[src/hdl/fpr_pkg.sv]
// Shared constants, types and memory request structs for the FIFO page replacement block.
package fpr_pkg;

	localparam int PAGES   = 64;
	localparam int FRAMES  = 16;
	localparam int PAGE_W  = 6;
	localparam int SLOT_W  = 4;
	localparam int COUNT_W = 5;
	localparam int FAULT_W = 16;

	localparam logic [FAULT_W-1:0] FAULT_MAX     = {FAULT_W{1'b1}};
	localparam logic [COUNT_W-1:0] FRAMES_RESET  = COUNT_W'(FRAMES);
	localparam logic [COUNT_W-1:0] FRAMES_COUNT  = COUNT_W'(FRAMES);

	typedef logic [PAGE_W-1:0]  page_t;
	typedef logic [SLOT_W-1:0]  slot_t;
	typedef logic [COUNT_W-1:0] count_t;
	typedef logic [FAULT_W-1:0] fault_t;

	// page table update on a fault: validate new page, invalidate victim
	typedef struct packed {
		logic  load;
		page_t page;
		slot_t slot;
		logic  evict;
		page_t victim;
	} pt_wr_t;

	// frame store update on a fault
	typedef struct packed {
		logic  load;
		slot_t slot;
		page_t page;
	} fs_wr_t;

endpackage

[src/hdl/fpr_page_table.sv]
// Page table: valid bit per page in flops, frame number per page in a synchronous memory.
module fpr_page_table (
	input  logic           clk,
	input  logic           arst_n,
	input  logic           rd_en,
	input  fpr_pkg::page_t rd_page,
	output logic           rd_valid,
	output fpr_pkg::slot_t rd_frame,
	input  fpr_pkg::pt_wr_t wr
);

	logic [fpr_pkg::PAGES-1:0] valid_q;
	logic [fpr_pkg::PAGES-1:0] valid_next;
	fpr_pkg::slot_t            frame_mem [fpr_pkg::PAGES];
	logic                      rd_valid_q;
	fpr_pkg::slot_t            rd_frame_q;

	// victim is always a different page, so order does not matter
	always_comb begin
		valid_next = valid_q;
		if (wr.load) begin
			if (wr.evict) begin
				valid_next[wr.victim] = 1'b0;
			end
			valid_next[wr.page] = 1'b1;
		end
	end

	always_ff @(posedge clk or negedge arst_n) begin
		if (!arst_n) begin
			valid_q    <= '0;
			rd_valid_q <= 1'b0;
		end else begin
			if (rd_en) begin
				rd_valid_q <= valid_q[rd_page];
			end
			valid_q <= valid_next;
		end
	end

	always_ff @(posedge clk) begin
		if (rd_en) begin
			rd_frame_q <= frame_mem[rd_page];
		end
		if (wr.load) begin
			frame_mem[wr.page] <= wr.slot;
		end
	end

	assign rd_valid = rd_valid_q;
	assign rd_frame = rd_frame_q;

endmodule

[src/hdl/fpr_frame_store.sv]
// Frame store: page held by each frame in a synchronous memory, full bit per frame in flops.
module fpr_frame_store (
	input  logic           clk,
	input  logic           arst_n,
	input  logic           rd_en,
	input  fpr_pkg::slot_t rd_slot,
	output logic           rd_full,
	output fpr_pkg::page_t rd_page,
	input  fpr_pkg::fs_wr_t wr
);

	logic [fpr_pkg::FRAMES-1:0] full_q;
	fpr_pkg::page_t             page_mem [fpr_pkg::FRAMES];
	logic                       rd_full_q;
	fpr_pkg::page_t             rd_page_q;

	always_ff @(posedge clk or negedge arst_n) begin
		if (!arst_n) begin
			full_q    <= '0;
			rd_full_q <= 1'b0;
		end else begin
			if (rd_en) begin
				rd_full_q <= full_q[rd_slot];
			end
			if (wr.load) begin
				full_q[wr.slot] <= 1'b1;
			end
		end
	end

	always_ff @(posedge clk) begin
		if (rd_en) begin
			rd_page_q <= page_mem[rd_slot];
		end
		if (wr.load) begin
			page_mem[wr.slot] <= wr.page;
		end
	end

	assign rd_full = rd_full_q;
	assign rd_page = rd_page_q;

endmodule

[src/hdl/fifo_page_replacement.sv]
// A result is registered when its lookup fires in S_LOOK, after the request is accepted;
// a new request is taken only in S_IDLE. The page table and frame store are read at
// acceptance and written back when the lookup fires, before the next request may read.
// A waiting result does not block the next request until its own write-back cycle.
// Reset: asynchronous; valid and full bits, pointer and fault count clear at once,
// no clearing pass; frames_q returns to 16.
module fifo_page_replacement (
	input  logic                     clk,
	input  logic                     arst_n,
	input  logic                     cfg_wen,
	input  logic [4:0]               cfg_wdata,
	input  logic                     in_valid,
	output logic                     in_stall,
	input  logic [5:0]               page,
	output logic                     out_valid,
	input  logic                     out_stall,
	output logic                     hit,
	output logic [3:0]               frame_slot,
	output logic                     evicted_valid,
	output logic [5:0]               evicted_page,
	output logic [15:0]              fault_count
);

	typedef enum logic {S_IDLE, S_LOOK} state_t;

	state_t            state_q;
	fpr_pkg::count_t   frames_q;
	fpr_pkg::slot_t    ptr_q;
	fpr_pkg::fault_t   faults_q;
	fpr_pkg::page_t    page_s1;
	fpr_pkg::slot_t    slot_s1;

	logic              out_valid_q;
	logic              hit_q;
	fpr_pkg::slot_t    slot_q;
	logic              ev_valid_q;
	fpr_pkg::page_t    ev_page_q;

	logic              accept;
	logic              fire;
	fpr_pkg::count_t   active_n;
	fpr_pkg::slot_t    slot_a;
	fpr_pkg::count_t   slot_inc;
	fpr_pkg::slot_t    ptr_next;
	fpr_pkg::fault_t   faults_next;
	logic              fault;
	logic              pt_valid;
	fpr_pkg::slot_t    pt_frame;
	logic              fs_full;
	fpr_pkg::page_t    fs_page;
	fpr_pkg::pt_wr_t   pt_wr;
	fpr_pkg::fs_wr_t   fs_wr;

	assign accept   = in_valid && !in_stall;
	assign in_stall = (state_q != S_IDLE);
	assign fire     = (state_q == S_LOOK) && (!out_valid_q || !out_stall);

	// effective frame count: 0 acts as 1, above FRAMES acts as FRAMES
	always_comb begin
		if (frames_q == '0) begin
			active_n = fpr_pkg::count_t'(1);
		end else if (frames_q > fpr_pkg::FRAMES_COUNT) begin
			active_n = fpr_pkg::FRAMES_COUNT;
		end else begin
			active_n = frames_q;
		end
	end

	assign slot_a      = ({1'b0, ptr_q} >= active_n) ? '0 : ptr_q;
	assign slot_inc    = {1'b0, slot_s1} + fpr_pkg::count_t'(1);
	assign ptr_next    = (slot_inc == active_n) ? '0 : slot_inc[fpr_pkg::SLOT_W-1:0];
	assign fault       = !pt_valid;
	assign faults_next = (faults_q != fpr_pkg::FAULT_MAX) ?
		faults_q + fpr_pkg::fault_t'(1) : faults_q;

	always_comb begin
		pt_wr.load   = fire && fault;
		pt_wr.page   = page_s1;
		pt_wr.slot   = slot_s1;
		pt_wr.evict  = fs_full;
		pt_wr.victim = fs_page;
		fs_wr.load   = fire && fault;
		fs_wr.slot   = slot_s1;
		fs_wr.page   = page_s1;
	end

	fpr_page_table u_page_table (
		.clk      (clk),
		.arst_n   (arst_n),
		.rd_en    (accept),
		.rd_page  (page),
		.rd_valid (pt_valid),
		.rd_frame (pt_frame),
		.wr       (pt_wr)
	);

	fpr_frame_store u_frame_store (
		.clk     (clk),
		.arst_n  (arst_n),
		.rd_en   (accept),
		.rd_slot (slot_a),
		.rd_full (fs_full),
		.rd_page (fs_page),
		.wr      (fs_wr)
	);

	always_ff @(posedge clk or negedge arst_n) begin
		if (!arst_n) begin
			state_q     <= S_IDLE;
			frames_q    <= fpr_pkg::FRAMES_RESET;
			ptr_q       <= '0;
			faults_q    <= '0;
			out_valid_q <= 1'b0;
		end else begin
			if (cfg_wen) begin
				frames_q <= cfg_wdata;
			end
			if (fire) begin
				out_valid_q <= 1'b1;
			end else if (!out_stall) begin
				out_valid_q <= 1'b0;
			end
			unique case (state_q)
				S_IDLE: begin
					if (accept) begin
						state_q <= S_LOOK;
					end
				end
				S_LOOK: begin
					if (fire) begin
						state_q <= S_IDLE;
						if (fault) begin
							ptr_q    <= ptr_next;
							faults_q <= faults_next;
						end
					end
				end
				default: state_q <= S_IDLE;
			endcase
		end
	end

	always_ff @(posedge clk) begin
		if (accept) begin
			page_s1 <= page;
			slot_s1 <= slot_a;
		end
		if (fire) begin
			hit_q      <= pt_valid;
			slot_q     <= pt_valid ? pt_frame : slot_s1;
			ev_valid_q <= fault && fs_full;
			ev_page_q  <= (fault && fs_full) ? fs_page : '0;
		end
	end

	assign out_valid     = out_valid_q;
	assign hit           = hit_q;
	assign frame_slot    = slot_q;
	assign evicted_valid = ev_valid_q;
	assign evicted_page  = ev_page_q;
	assign fault_count   = faults_q;

	a_result_from_lookup: assert property (@(posedge clk) disable iff (!arst_n)
		$rose(out_valid_q) |-> $past(state_q == S_LOOK))
		else $error("result raised without a lookup cycle");

	a_faults_monotonic: assert property (@(posedge clk) disable iff (!arst_n)
		faults_q >= $past(faults_q))
		else $error("fault count decreased");

	a_hit_no_evict: assert property (@(posedge clk) disable iff (!arst_n)
		out_valid_q |-> !(hit_q && ev_valid_q))
		else $error("eviction reported on a hit");

	a_ptr_in_range: assert property (@(posedge clk) disable iff (!arst_n)
		fire && fault |=> ({1'b0, ptr_q} < active_n))
		else $error("replacement pointer outside active frames");

endmodule
[config.mk]
export PLATFORM = sky130hd
export DESIGN_NAME = fifo_page_replacement
export DESIGN_NICKNAME = d
export VERILOG_FILES = /design/src/hdl/fpr_pkg.sv /design/src/hdl/fpr_page_table.sv /design/src/hdl/fpr_frame_store.sv /design/src/hdl/fifo_page_replacement.sv
export SDC_FILE = /design/constraint.sdc
export NUM_CORES = 1
export LEC_CHECK = 0
export BUFFER_PORTS_ARGS = -buffer_cell sky130_fd_sc_hd__buf_4
export CAP_MARGIN = 20
export CORE_MARGIN = 4
export CORE_UTILIZATION = 55
export DETAILED_ROUTE_END_ITERATION = 8
export PLACE_DENSITY = 0.71
export SYNTH_ARGS = -nofsm -noshare
export SYNTH_HDL_FRONTEND = slang
export SYNTH_SLANG_ARGS = --single-unit
[constraint.sdc]
create_clock -name clk -period 6.1 [get_ports clk]
set_clock_uncertainty 0.15 [all_clocks]
set_input_delay 1.22 -clock clk [delete_from_list [all_inputs] [get_ports clk]]
set_output_delay 1.22 -clock clk [all_outputs]
set_load 0.03 [all_outputs]
==> key figures, run 1 <==
Critical path
  • WS Path Type: input port to flip-flop
  • Critical Path Fanout Max: 16
  • CP bufs+invs: 1
  • Element type at the critical path end: flip-flop
  • Startpoint Class: input port
  • Crit path required time: 6.15 ns
  • Arrival time worst endpoint: between 3 and 4 ns
  • CP Cell Sequence: buf_4, a21boi_2, nor2b_1, nand4_1, nor2_1
  • Critical-path cell with the highest stage delay: nand4_1
  • Delay-heaviest family, CP: simple AND/OR/NAND/NOR gates
  • Max incr delay on CP: approximately 0.78 ns

Cells and area
  • Layout cells sized above 1: between 20% and 30%
  • Non-Filler Instances: approximately 1800
  • Layout Nets: roughly 1300
  • P&R area growth vs syn: 11.6%
  • N_diodes: 0

Floorplan
  • Total Die Area: about 40000 um2
  • Initial Util: ~56%
  • # IOs: 46
  • DIE HEIGHT: ~200 um
  • Total core area: 36500 um2
  • # rows: 70
  • Die X: roughly 200 um

Clock tree
  • Worst skew pair latency: approximately 0.56 ns
  • Post-CTS sizing: 0
  • Clock tree root driver cell: clkbuf_16
  • TritonCTS Sinks: 493
  • H-tree depth: 2
  • Setup repair bufs after CTS: 0
  • Clock transition at the registers of the reported paths: 0.07 ns
  • # hold bufs at CTS: 0
  • Clock Path Buffers: 3
  • Num CTS Buffers: between 40 and 50
  • CTS tree: yes

Placement
  • Port Buffer Count: 45
  • HPWL after DPL: between 20 and 30 mm
  • GPL Wtd Cong: between 0.8 and 0.9
  • Placed cells: between 1500 and 2000

Min path
  • HP Class: flip-flop to flip-flop

STA
  • Final setup TNS: 0 ns
  • F_max: around 270 MHz
  • Worst Tran Pin Value: 1.12 ns
  • Post-layout minimum cycle time: roughly 3.8 ns
  • Endpoints failing setup: 0
  • RSZ-0062 raised after global routing: false
  • Slew headroom: 25.3%
  • Final Hold Viols: 0
  • Hold_ws: 0.310 ns
  • Max Slew Vio Count: 0
  • Final Cycle Share: 61.5%

Synth
  • Syn Area/Cell: between 15 and 20 um2
  • Post-Synthesis Cells: roughly 1200
  • Yosys top cell area share: around 57%
  • Yosys reg bits: 493
  • Synth cell types: 63
  • Mapped Nets: 1261
  • Yosys warns: 0
  • FFs w/ async S/R, synth: between 20% and 30%
  • Post-Synthesis Cell Area: between 20000 and 25000 um2
  • Top cells by area, synth: edfxtp_1, dfrtp_1, mux4_2
  • Number of synthesized flops with an enable pin: around 380
  • Sequential area share after synthesis: a little over two thirds
  • Main synth FF type: edfxtp_1
  • Leading area contributor after synthesis: edfxtp_1

Pwr
  • Worst IR drop on VDD: between 200 and 250 uV
  • Final Power: 9040 uW
  • Power per cell area: 398 nW/um2
  • Leakage power: approximately 0.0078 uW

GRT
  • Global route overflow: 0
  • GRT Total Usage: between 20% and 30%
  • Vias in the first global route: 11800
  • Initial antenna violation count: 0
  • First-pass GRT wire length: 72.5 mm
  • Largest net degree at the start of global routing: between 70 and 80

Run
  • Max_cap viols: 0

Detailed routing
  • Final ANT Viol Nets: 0
  • Drt total wl: 46.9 mm
  • DR vias/cell: about 6.5
  • Routed WL per cell: 26.3 um
  • DR DRC count: 0
  • Vias: 11600
  • Pre-antenna DRT Iters: 5
  • Initial DRC Count: 1642

Status
  • Status: complete, no violations
final timing paths:
kind | endpoint | depth (start not counted) | slack (ns) | startpoint
max | u_page_table.frame_mem[56][2]$_DFFE_PP_ | 5 | 2.35 | out_stall
min | u_frame_store.full_q[5]$_DFFE_PN0P_ | 1 | 0.31 | u_frame_store.full_q[5]$_DFFE_PN0P_
max reg2reg | u_frame_store.rd_page[4]$_DFFE_PP_ | 8 | 2.40 | ptr_q[0]$_DFFE_PN0P_
min reg2reg | u_frame_store.full_q[5]$_DFFE_PN0P_ | 1 | 0.31 | u_frame_store.full_q[5]$_DFFE_PN0P_
max in group asynchronous | frames_q[4]$_DFFE_PN1P_ | 2 | 4.07 | arst_n
min in group asynchronous | fault_count[11]$_DFFE_PN0P_ | 1 | 0.66 | arst_n
final cells by class:
| type | instances | area [um2] |
|---|---|---|
| sequential | 493 | 14300 |
| multi-input combinational | 661 | 5670 |
| inverter | 13 | 48.8 |
| clock buffer | 54 | 1270 |
| timing repair buffer | 64 | 493 |
| fill | 2592 | 13800 |
| tap | 468 | 586 |
| clock inverter | 34 | 358 |
metrics by stage:
stage                     setup WS (ns)  instance area, um2  utilization [%]
final                              2.35               22700             62.1
after global routing               2.19               22700             62.1
after CTS                          2.42               22700             62.1
after detailed placement           1.83               21100             57.6
after global placement             1.96               21100             57.6
after floorplan                    2.48               20300                -
cell usage after synthesis (3+ instances only):
cell,number
xor2_1,6
inv_1,12
buf_6,5
nand3_1,22
mux2i_1,30
ha_1,9
xnor2_1,15
o31ai_1,3
edfxtp_1,384
nor2b_1,13
clkbuf_1,39
or2_2,6
a22o_1,6
buf_1,5
or2_1,12
o221a_2,7
mux2_2,14
and4_1,4
nand4_1,11
o22ai_1,5
buf_2,17
a211o_1,4
nor3_1,11
a221oi_2,3
a21o_1,5
a22oi_1,12
o221ai_1,6
o21ai_0,112
a21oi_1,14
nand2_1,41
o21ai_1,27
and3_1,4
and2_1,20
or3_1,10
o211ai_1,10
a311o_1,7
nand2b_1,8
mux4_2,95
dfrtp_1,108
nand3b_1,7
nor2_1,80
registers in the layout, indices dropped and copies added (netlist names):
| register | flops |
|---|---|
| frame_slot | 4 |
| u_page_table.rd_frame | 4 |
| u_frame_store.rd_page | 6 |
| frames_q | 5 |
| u_page_table.rd_valid | 1 |
| u_frame_store.page_mem | 96 |
| ptr_q | 4 |
| evicted_page | 6 |
| evicted_valid | 1 |
| u_page_table.frame_mem | 256 |
| u_frame_store.rd_full | 1 |
| hit | 1 |
| slot_s1 | 4 |
| fault_count | 16 |
| page_s1 | 6 |
| out_valid | 1 |
| u_page_table.valid_q | 64 |
| u_frame_store.full_q | 16 |
| in_stall | 1 |
logic make-up after synthesis:
logic type | Yosys count | synth area share (%)
flops | 493 | 70.1
fa+ha+maj | 9 | 0.554
mux | 139 | 12.8
buf+inv | 82 | 1.98
simple gates | 257 | 6.38
xor+xnor | 21 | 0.905
compound gates | 235 | 7.26
metal layers:
| layer | share of wire [%] | vias to the layer above | GRT usage (%) | wire [um] |
|---|---|---|---|---|
| li1 | - | 4962 | - | - |
| met1 | 39 | 5891 | 33.2 | 18500 |
| met2 | 47 | 631 | 36.9 | 22200 |
| met3 | 11 | 96 | 6.36 | 4970 |
| met4 | 2.6 | 0 | 6.32 | 1230 |
| met5 | 0 | - | 0 | 0 |
placed cells by master (no fill, tap or decap), drive strengths merged, types with 24 or more instances in the layout:
master	n
mux2i	30
dfrtp	108
mux4	95
nor2	80
nand2	41
edfxtp	384
o21ai	140
clkinv	24
clkbuf	54
buf	64
power by group:
| group | switching, uW | internal, uW |
|---|---|---|
| logic | 1060 | 639 |
| clock network | 1220 | 1830 |
| registers | 221 | 4070 |
| total | 2500 | 6540 |
Note: power is estimated with default switching activity, not from simulation.
==> inputs of run 2 (changes only) <==
PLACE_DENSITY = 0.74   (was 0.71)
clock period = 3.1 ns   (was 6.1 ns; I/O delays follow)
==> run 2 against run 1 <==
Against the previous run:
- clock power rose by 92%
- register-to-register slack got worse by 2.2 ns
- flip-flop and latch count did not move
- core utilization rose by 0.89 points
- routed wire length rose by 0.54%
- critical path depth rose by 5
- cell area rose by 1.4%
- sequential power rose by 97%
- first-iteration DRC count fell by 4.3%
- non-clock buffer count rose by 42
- critical path type is now flip-flop to flip-flop
- largest power group unchanged
- highest routed layer unchanged
==> key figures, run 2 (synthesis results as in run 1) <==
Pwr
  • Leakage power: 0.00803 uW (+2.7%)
  • Worst IR drop on VDD: 524 uV (+160%)
  • Power per cell area: 773 nW/um2 (+94%)

Placement
  • GPL Wtd Cong: 0.883 (+6.3%)
  • HPWL after DPL: 30.0 mm (+5.9%)
  • Port Buffer Count: 45 (unchanged)

Clock tree
  • H-tree depth: 2 (unchanged)
  • Clock tree root driver cell: clkbuf_16
  • Worst skew pair latency: 0.57 ns (about the same)
  • TritonCTS Sinks: 493 (unchanged)
  • CTS tree: yes
  • Setup repair bufs after CTS: 0 (unchanged)
  • Num CTS Buffers: 49 (+2.1%)
  • Clock transition at the registers of the reported paths: 0.06 ns (about the same)
  • Clock Path Buffers: 3 (unchanged)

Critical path
  • Worst Setup SP: frames_q[4]$_DFFE_PN1P_
  • Internal reg-to-reg setup slack: 0.19 ns (-2.21 ns)
  • Critical Path Fanout Max: 7 (-9)
  • Crit path required time: 3.22 ns (-2.93 ns)
  • Arrival time worst endpoint: 3.03 ns (-0.77 ns)
  • WS Path Type: flip-flop to flip-flop
  • Startpoint Class: flip-flop
  • Critical-path cell with the highest stage delay: dfstp_2
  • Worst r2r src: frames_q[4]$_DFFE_PN1P_
  • R2R cell count: 10 (+2)
  • Element type at the critical path end: flip-flop
  • Crit path to: u_frame_store.rd_page[1]$_DFFE_PP_
  • Max incr delay on CP: 0.54 ns (-0.24 ns)
  • Most used cell, CP: inv_1
  • CP Cell Sequence: inv_1, o21ai_0, inv_1, ha_1, nor2b_1, o21ai_2, nand3_1, buf_4, mux2i_1, o221ai_1
  • FF-to-FF End: u_frame_store.rd_page[1]$_DFFE_PP_

Detailed routing
  • DR DRC count: 0 (unchanged)
  • DR WL met2: 21.8 mm (-1.7%)
  • Initial DRC Count: 1572 (-4.3%)
  • Final ANT Viol Nets: 0 (unchanged)
  • Max Used Layer: met4
  • DR vias/cell: 6.54 (+0.97%)
  • Pre-antenna DRT Iters: 5 (unchanged)
  • Metal3 WL: 4.66 mm (-6.3%)
  • Drt total wl: 47.2 mm (+0.54%)
  • Metal-1 WL: 19.5 mm (+5.1%)
  • Vias: 12000 (+3.5%)
  • Routed WL per cell: 25.7 um (-1.9%)

STA
  • RSZ-0062 raised after global routing: false
  • F_max: approximately 340 MHz
  • Worst Tran Pin Value: 1.03 ns (-0.0930 ns)
  • Max Slew Vio Count: 0 (unchanged)
  • Slew headroom: 31.4% (+6.1 points)
  • Final Hold Viols: 0 (unchanged)
  • Final Cycle Share: between 90 and 100%
  • Final setup TNS: 0 ns (unchanged)
  • Post-layout minimum cycle time: between 2 and 3 ns
  • Endpoints failing setup: 0 (unchanged)
  • Hold_ws: 0.139 ns (-0.170 ns)

GRT
  • Initial antenna violation count: 1 (+1)
  • Global route overflow: 0 (unchanged)
  • Vias in the first global route: 11800 (+0.37%)
  • First-pass GRT wire length: 73.4 mm (+1.3%)
  • GRT Total Usage: 23.5% (+0.040 points)
  • Largest net degree at the start of global routing: 66 (-14%)

Cells and area
  • Largest regs: u_page_table.frame_mem (256), u_frame_store.page_mem (96), u_page_table.valid_q (64)
  • Layout cells sized above 1: 23.2% (+3.1 points)
  • Most frequent cells in the layout: edfxtp_1, o21ai_0, dfrtp_1, buf_4, mux4_2
  • Max reg flops: 256 (unchanged)
  • Layout Nets: 1349 (+3.3%)
  • Register name with the most flops: u_page_table.frame_mem
  • Commonest non-fill, non-tap cell in the layout: edfxtp_1
  • P&R area growth vs syn: 13.2%

Floorplan
  • Total Die Area: 40100 um2 (unchanged)
  • Total core area: 36500 um2 (unchanged)
  • Initial Util: 55.7% (unchanged)
  • Die X: 200 um (unchanged)
  • # rows: 70 (unchanged)
  • # IOs: 46 (unchanged)
  • DIE HEIGHT: 200 um (unchanged)

Status
  • Status: complete, no violations

Run
  • Max_cap viols: 0 (unchanged)

Min path
  • HP Class: input port to flip-flop
==> run 2: cell count changes in the layout (fill, tap and decap cells not counted), sizes merged <==
cell / change
clkbuf: +10
bufinv: -4
diode: +1
clkinv: -5
inv: +1
buf: +41
dlygate4sd3: +1
==> run 2: critical path, delay by kind of cell, from the launching register on <==
| kind | cells | cell delay [ns] |
|---|---|---|
| multiplexers | 1 | 0.26 |
| adder cells (fa/ha/maj) | 1 | 0.29 |
| AO/OA/AOI/OAI | 3 | 0.43 |
| flip-flops | 1 | 0.54 |
| AND/OR/NAND/NOR | 2 | 0.51 |
| buffers and inverters | 3 | 0.43 |
==> run 2: how the worst min path moves through the flow <==
stage	end	cells after the start	start
after floorplan	fault_count[0]$_DFFE_PN0P_	0	arst_n
after global placement	u_frame_store.full_q[5]$_DFFE_PN0P_	1	u_frame_store.full_q[5]$_DFFE_PN0P_
after detailed placement	u_frame_store.full_q[6]$_DFFE_PN0P_	1	u_frame_store.full_q[6]$_DFFE_PN0P_
after CTS	frames_q[0]$_DFFE_PN0P_	2	cfg_wdata[0]
after global routing	frames_q[0]$_DFFE_PN0P_	2	cfg_wdata[0]
final	frames_q[0]$_DFFE_PN0P_	2	cfg_wdata[0]
==> run 2: final cells by class <==
type | count | area [um2]
diodes | 1 | 2.50
clock buffers | 64 | 1350
clock inverters | 26 | 248
fillers | 2488 | 13500
inverters | 13 | 48.8
multi-input cells | 661 | 5670
flip-flops and latches | 493 | 14300
well taps | 468 | 586
repair buffers | 106 | 848
==> run 2: through the flow <==
| stage | setup slack, ns | instances | area (um2) | utilization, % | total power, uW |
|---|---|---|---|---|---|
| 2_1_floorplan | 0.0825 | 1236 | 20300 | - | 10700 |
| 3_3_place_gp | 0.140 | 1740 | 21400 | 58.6 | 11900 |
| 3_5_place_dp | 0.0847 | 1740 | 21400 | 58.6 | 12000 |
| 4_1_cts | 0.227 | 1831 | 23000 | 63.0 | 17800 |
| 5_1_grt | 0.0725 | 1832 | 23000 | 63.0 | 18500 |
| 6_report | 0.193 | 1832 | 23000 | 63.0 | 17800 |
==> run 2: repair_timing <==
item | CTS | global route
endpoints found under the setup margin | 0 | 0
hold endpoints to repair | 37 | 0
resized for setup | 0 | 0
hold buffers | 1 | 0
==> run 2: routing by layer <==
| layer | up-vias | GRT usage (%) |
|---|---|---|
| li1 | 5049 | - |
| met1 | 6131 | 36.1 |
| met2 | 716 | 35.5 |
| met3 | 91 | 4.32 |
| met4 | 0 | 6.27 |
| met5 | - | 0 |
==> run 2: power by group <==
| group | leakage (uW) | internal (uW) | switching [uW] | total [uW] |
|---|---|---|---|---|
| sequential | 0.00489 | 8000 | 462 | 8460 |
| combinational | 0.00234 | 1380 | 2090 | 3470 |
| clock | 0.000801 | 3420 | 2440 | 5860 |
